==> src/hw/rtl/sasb_pkg.sv <==
// shared types and constants for the saturating additive sprite blitter
// used by sasb_ctrl, sasb_dp and saturating_additive_sprite_blit_top; no dependencies

package sasb_pkg;

   // signed coordinate width: 10-bit origin plus 8-bit offset
   localparam int COORD_W = 11;

   localparam logic [7:0] PIX_MAX = 8'd255;

   typedef enum logic [1:0] {
      MODE_CLEAR = 2'd0,
      MODE_START = 2'd1,
      MODE_PIXEL = 2'd2,
      MODE_READ  = 2'd3
   } mode_type;

   typedef enum logic [2:0] {
      ST_CLEAR,
      ST_IDLE,
      ST_PIX_ADDR,
      ST_PIX_FETCH,
      ST_PIX_WRITE,
      ST_RD_ADDR,
      ST_RD_FETCH,
      ST_RD_RESP
   } state_type;

   typedef struct packed {
      logic clear_start;
      logic clear_step;
      logic start_sprite;
      logic advance;
      logic latch;
      logic calc_addr;
      logic mem_read;
      logic mem_write;
      logic load_rsp;
   } cmd_type;

   typedef struct packed {
      logic sprite_active;
      logic hit;
      logic clear_last;
      logic rsp_free;
   } status_type;

endpackage

==> src/hw/rtl/sasb_ctrl.sv <==
// controller state machine of the sprite blitter
// depends on sasb_pkg; drives commands into sasb_dp

module sasb_ctrl (
   input  logic                 clock,
   input  logic                 reset,
   input  logic                 req_valid,
   input  logic [1:0]           req_mode,
   input  sasb_pkg::status_type status,
   output logic                 req_stall,
   output sasb_pkg::cmd_type    cmd
);

   sasb_pkg::state_type state_ff;
   sasb_pkg::state_type state_in;

   always_ff @(posedge clock) begin
      if (reset) begin
         state_ff <= sasb_pkg::ST_CLEAR;
      end else begin
         state_ff <= state_in;
      end
   end

   always_comb begin
      state_in  = state_ff;
      cmd       = '0;
      req_stall = (state_ff != sasb_pkg::ST_IDLE);
      unique case (state_ff)
         sasb_pkg::ST_CLEAR: begin
            cmd.clear_step = 1'b1;
            if (status.clear_last) begin
               state_in = sasb_pkg::ST_IDLE;
            end
         end
         sasb_pkg::ST_IDLE: begin
            if (req_valid) begin
               unique case (sasb_pkg::mode_type'(req_mode))
                  sasb_pkg::MODE_CLEAR: begin
                     cmd.clear_start = 1'b1;
                     state_in        = sasb_pkg::ST_CLEAR;
                  end
                  sasb_pkg::MODE_START: begin
                     cmd.start_sprite = 1'b1;
                  end
                  sasb_pkg::MODE_PIXEL: begin
                     if (status.sprite_active) begin
                        cmd.advance = 1'b1;
                        cmd.latch   = 1'b1;
                        // off-frame pixels only move the sprite position
                        if (status.hit) begin
                           state_in = sasb_pkg::ST_PIX_ADDR;
                        end
                     end
                  end
                  sasb_pkg::MODE_READ: begin
                     cmd.latch = 1'b1;
                     state_in  = sasb_pkg::ST_RD_ADDR;
                  end
                  default: begin
                     state_in = sasb_pkg::ST_IDLE;
                  end
               endcase
            end
         end
         sasb_pkg::ST_PIX_ADDR: begin
            cmd.calc_addr = 1'b1;
            state_in      = sasb_pkg::ST_PIX_FETCH;
         end
         sasb_pkg::ST_PIX_FETCH: begin
            cmd.mem_read = 1'b1;
            state_in     = sasb_pkg::ST_PIX_WRITE;
         end
         sasb_pkg::ST_PIX_WRITE: begin
            cmd.mem_write = 1'b1;
            state_in      = sasb_pkg::ST_IDLE;
         end
         sasb_pkg::ST_RD_ADDR: begin
            cmd.calc_addr = 1'b1;
            state_in      = sasb_pkg::ST_RD_FETCH;
         end
         sasb_pkg::ST_RD_FETCH: begin
            cmd.mem_read = 1'b1;
            state_in     = sasb_pkg::ST_RD_RESP;
         end
         sasb_pkg::ST_RD_RESP: begin
            if (status.rsp_free) begin
               cmd.load_rsp = 1'b1;
               state_in     = sasb_pkg::ST_IDLE;
            end
         end
         default: begin
            state_in = sasb_pkg::ST_IDLE;
         end
      endcase
   end

endmodule

==> config.mk <==
export PLATFORM = sky130hd
export DESIGN_NAME = sasb_ctrl
export DESIGN_NICKNAME = d
export VERILOG_FILES = /design/src/hw/rtl/sasb_pkg.sv /design/src/hw/rtl/sasb_ctrl.sv
export SDC_FILE = /design/constraint.sdc
export NUM_CORES = 1
export LEC_CHECK = 0
export ABC_CLOCK_PERIOD_IN_PS = 3000
export BUFFER_PORTS_ARGS = -buffer_cell sky130_fd_sc_hd__buf_4
export CAP_MARGIN = 10
export CORE_AREA = 2 2 39 41
export DETAILED_ROUTE_END_ITERATION = 10
export DIE_AREA = 0 0 41 43
export GPL_TIMING_DRIVEN = 0
export PLACE_DENSITY = 0.64
export SYNTH_ARGS = -nofsm -noshare
export SYNTH_HDL_FRONTEND = slang
export SYNTH_SLANG_ARGS = --single-unit
==> constraint.sdc <==
create_clock -name clock -period 3 [get_ports clock]
set_input_delay 0.3 -clock clock [delete_from_list [all_inputs] [get_ports clock]]
set_output_delay 0.3 -clock clock [all_outputs]
set_load 0.05 [all_outputs]
==> impl_metrics.yaml <==
floorplan:
  rows: 14
  core_um2: 1380
  die_w_um: 41
  ios: 19
  die-area_um2: 1760
  initial_utilization_pct: 26.0
  fp.dieH_um: 43
critical_path:
  cp_common_cell: "buf_4"
  critical-path-max-stage-delay_ns: 0.30
  crit_arrival_ns: 1.41
  timing.rr.end: "state_ff[0]$_SDFFE_PP0P_"
  r2r_start: "state_ff[1]$_SDFFE_PP0P_"
  crit_path_max_fanout: 10
  end_kind: "output port"
  path_class: "flop to output port"
  worstPathRequired_ns: 2.70
  rrSetupSlack_ns: 1.90
  critPathLaunchType: "flop"
  path_cells: "buf_4 > nor2_1 > nand3_2 > nor3b_2 > buf_4"
  r2r_cells: 3
  crit_slowest_cell: "dfxtp_1"
global_routing:
  antenna_found_initial: 0
  grt_max_degree: 11
  grtUsageTotal_pct: 10.6
  grt_pass1_wl_um: 1290
  grt_pass1_vias: 326
  overflow: 0
synthesis:
  synth.most_common_cell: "nand2_1"
  synth_top_cell_by_area: "dfxtp_1"
  synthCells: 45
  post_synth.cell_area_avg_um2: 8.01
  synth_nets: 54
  ys.flop_type: "dfxtp_1"
  synth_seq_area_share_pct: 16.7
  synthTopCellsByCount: "nand2_1 (6), nor2_1 (4), a21oi_1 (3), dfxtp_1 (3)"
  yosys_warnings: 0
  async_flop_share_pct: 0
  synth_edf_count: 0
  syn-cell-area_um2: 360
  synth_area_leaders: "dfxtp_1 (17%), a211oi_2 (6.9%), nand2_1 (6.3%)"
  synth_top_area_share_pct: 16.7
  ys_types: 27
  synth_seq_cells: 3
power:
  seq_power_share_pct: 22.4
  power.leakage_nw: 0.239
  power_frac_comb_pct: 45.4
  p_int_w: 0.000131
  clockPowerShare_pct: 32.2
  power-per-cell-area_nw_per_um2: 399
  p_sw_w: 0.0000855
  switching_share_pct: 39.5
  vdd_ir_drop_max_mv: 0.124
clocking:
  hold_buffers: 0
  cts_sinks: 3
  cts_made_buffers: 3
  htreeDepth: 1
  cts_tree: "done"
  cts_resized: 0
  path_clk_slew_ns: 0.04
  cts_root_buf: "clkbuf_4"
  cts_setup_buffers: 0
  clk-insertion-delay-late_ns: 0.23
  clk_path_buf_depth: 2
sta:
  tightest_slew_ns: 0.199
  fin_ws_ns: 1.29
  rsz0062_at_grt: "no"
  maxSlewViolCount: 0
  setup_tns_ns: 0
  fin_crit_sh_pct: 57.0
  period_minus_slack_ns: 1.71
  hold-worst-slack_ns: 0.263
  setup_violations: 0
  clock-skew-final_ns: 0.00338
  hold_viol: 0
  fmax_mhz: 585
  max_slew_margin_pct: 86.6
outcome:
  status: "complete, no violations"
finish:
  reg.largest.list: "state_ff x3"
  nFillCells: 151
  area_growth_pct: 50.3
  drive_gt1_share_pct: 52.2
  layout.nets: 77
  num_antenna_cells: 0
  regMostFlops: "state_ff"
  largest_reg_flops: 3
route:
  wire_per_inst_um: 11.2
  vias: 398
  drc: 0
  drtIter0Drc: 7
  ant_nets: 0
  viasPerCell: 4.80
  first_pass_iters: 4
  wirelength_um: 933
min_path:
  hold_path_depth: 2
  hold_end: "state_ff[1]$_SDFFE_PP0P_"
  min_path_type: "input pin to flop"
  hp-start: "reset"
place:
  place_hpwl_um: 665
  gp_congestion: 0.707
  io_buffers: 18
  place_ws_ns: 1.54
flow_run:
  cap_violations: 0
## per-layer routing
layer	track usage [%]	vias up	share of wire, %	wire length (µm)
met5	0	-	0	0
li1	-	206	-	-
met1	13.1	173	46	429
met3	1.57	2	7.2	67
met2	17.5	17	45	422
met4	4.00	0	1.4	13
## placed cells by master, fill, tap and decap left out
| cell type | Yosys | routed |
|---|---|---|
| buf_4 | 2 | 20 |
| nand2_1 | 6 | 6 |
| nor2_1 | 4 | 4 |
| a21oi_1 | 3 | 3 |
| clkbuf_4 | 0 | 3 |
| dfxtp_1 | 3 | 3 |
| nand3_2 | 2 | 2 |
| and2_1 | 2 | 2 |
| nor3_1 | 2 | 2 |
| a211oi_1 | 2 | 2 |
| a211oi_2 | 2 | 2 |
| buf_6 | 1 | 1 |
| and2b_4 | 1 | 1 |
| o21ai_0 | 1 | 1 |
| and4_2 | 1 | 1 |
| nor3b_2 | 1 | 1 |
| nand2b_1 | 1 | 1 |
| o22ai_1 | 1 | 1 |
| xor2_1 | 1 | 1 |
| nand2_4 | 1 | 1 |
| o21bai_1 | 1 | 1 |
| or3_1 | 1 | 1 |
| and4b_1 | 1 | 1 |
| a22oi_2 | 1 | 1 |
| and2b_1 | 1 | 1 |
| nand2b_2 | 1 | 1 |
| a21oi_2 | 1 | 1 |
| o21a_1 | 1 | 1 |
| clkbuf_1 | 0 | 1 |
## worst max-delay path by stage
stage / from / end / slack, ns
finish: state_ff[2]$_SDFFE_PP0P_ / cmd[6] / 1.29
global route: state_ff[2]$_SDFFE_PP0P_ / cmd[6] / 1.20
CTS: state_ff[2]$_SDFFE_PP0P_ / cmd[6] / 1.28
detailed placement: state_ff[2]$_SDFFE_PP0P_ / cmd[6] / 1.54
global placement: state_ff[2]$_SDFFE_PP0P_ / cmd[6] / 1.55
floorplan: state_ff[2]$_SDFFE_PP0P_ / cmd[8] / 0.92
## layout make-up
| cell class | count | area [µm²] | area share (%) |
|---|---|---|---|
| clock buffer | 4 | 26.3 | 4.85 |
| buffer | 3 | 26.3 | 4.85 |
| timing repair buffer | 18 | 135 | 24.9 |
| tap | 16 | 20.0 | 3.70 |
| multi-input combinational | 39 | 274 | 50.6 |
| sequential | 3 | 60.1 | 11.1 |
## critical path, delay by kind of cell (launching register included)
kind | cells | cell delay (ns)
and+or+nand+nor | 3 | 0.49
buffers and inverters | 2 | 0.39
DFF | 1 | 0.30
## per-stage QoR
stage	utilization, %	cells	total power [W]	area (µm²)
after floorplan	-	45	0.000116	360
after global placement	37.3	79	0.000145	515
after detailed placement	37.3	79	0.000146	515
after CTS	39.2	83	0.000218	542
after global routing	39.2	83	0.000229	542
final	39.2	83	0.000216	542
## kinds of logic after synthesis
group	Yosys count	share of synthesized area [%]
AO/OA/AOI/OAI	13	28.5
XOR/XNOR	1	2.43
AND/OR/NAND/NOR	25	45.1
buffers and inverters	3	7.29
flip-flops	3	16.7
## power groups by stage
stage | Sequential [W] | Combinational, W | Clock (W)
finish | 0.0000483 | 0.0000983 | 0.0000696
global route | 0.0000491 | 0.000104 | 0.0000755
CTS | 0.0000481 | 0.0000982 | 0.0000716
detailed placement | 0.0000487 | 0.0000975 | 0
global placement | 0.0000488 | 0.0000966 | 0
floorplan | 0.0000474 | 0.0000682 | 0
(Power assumes the default switching activity.)
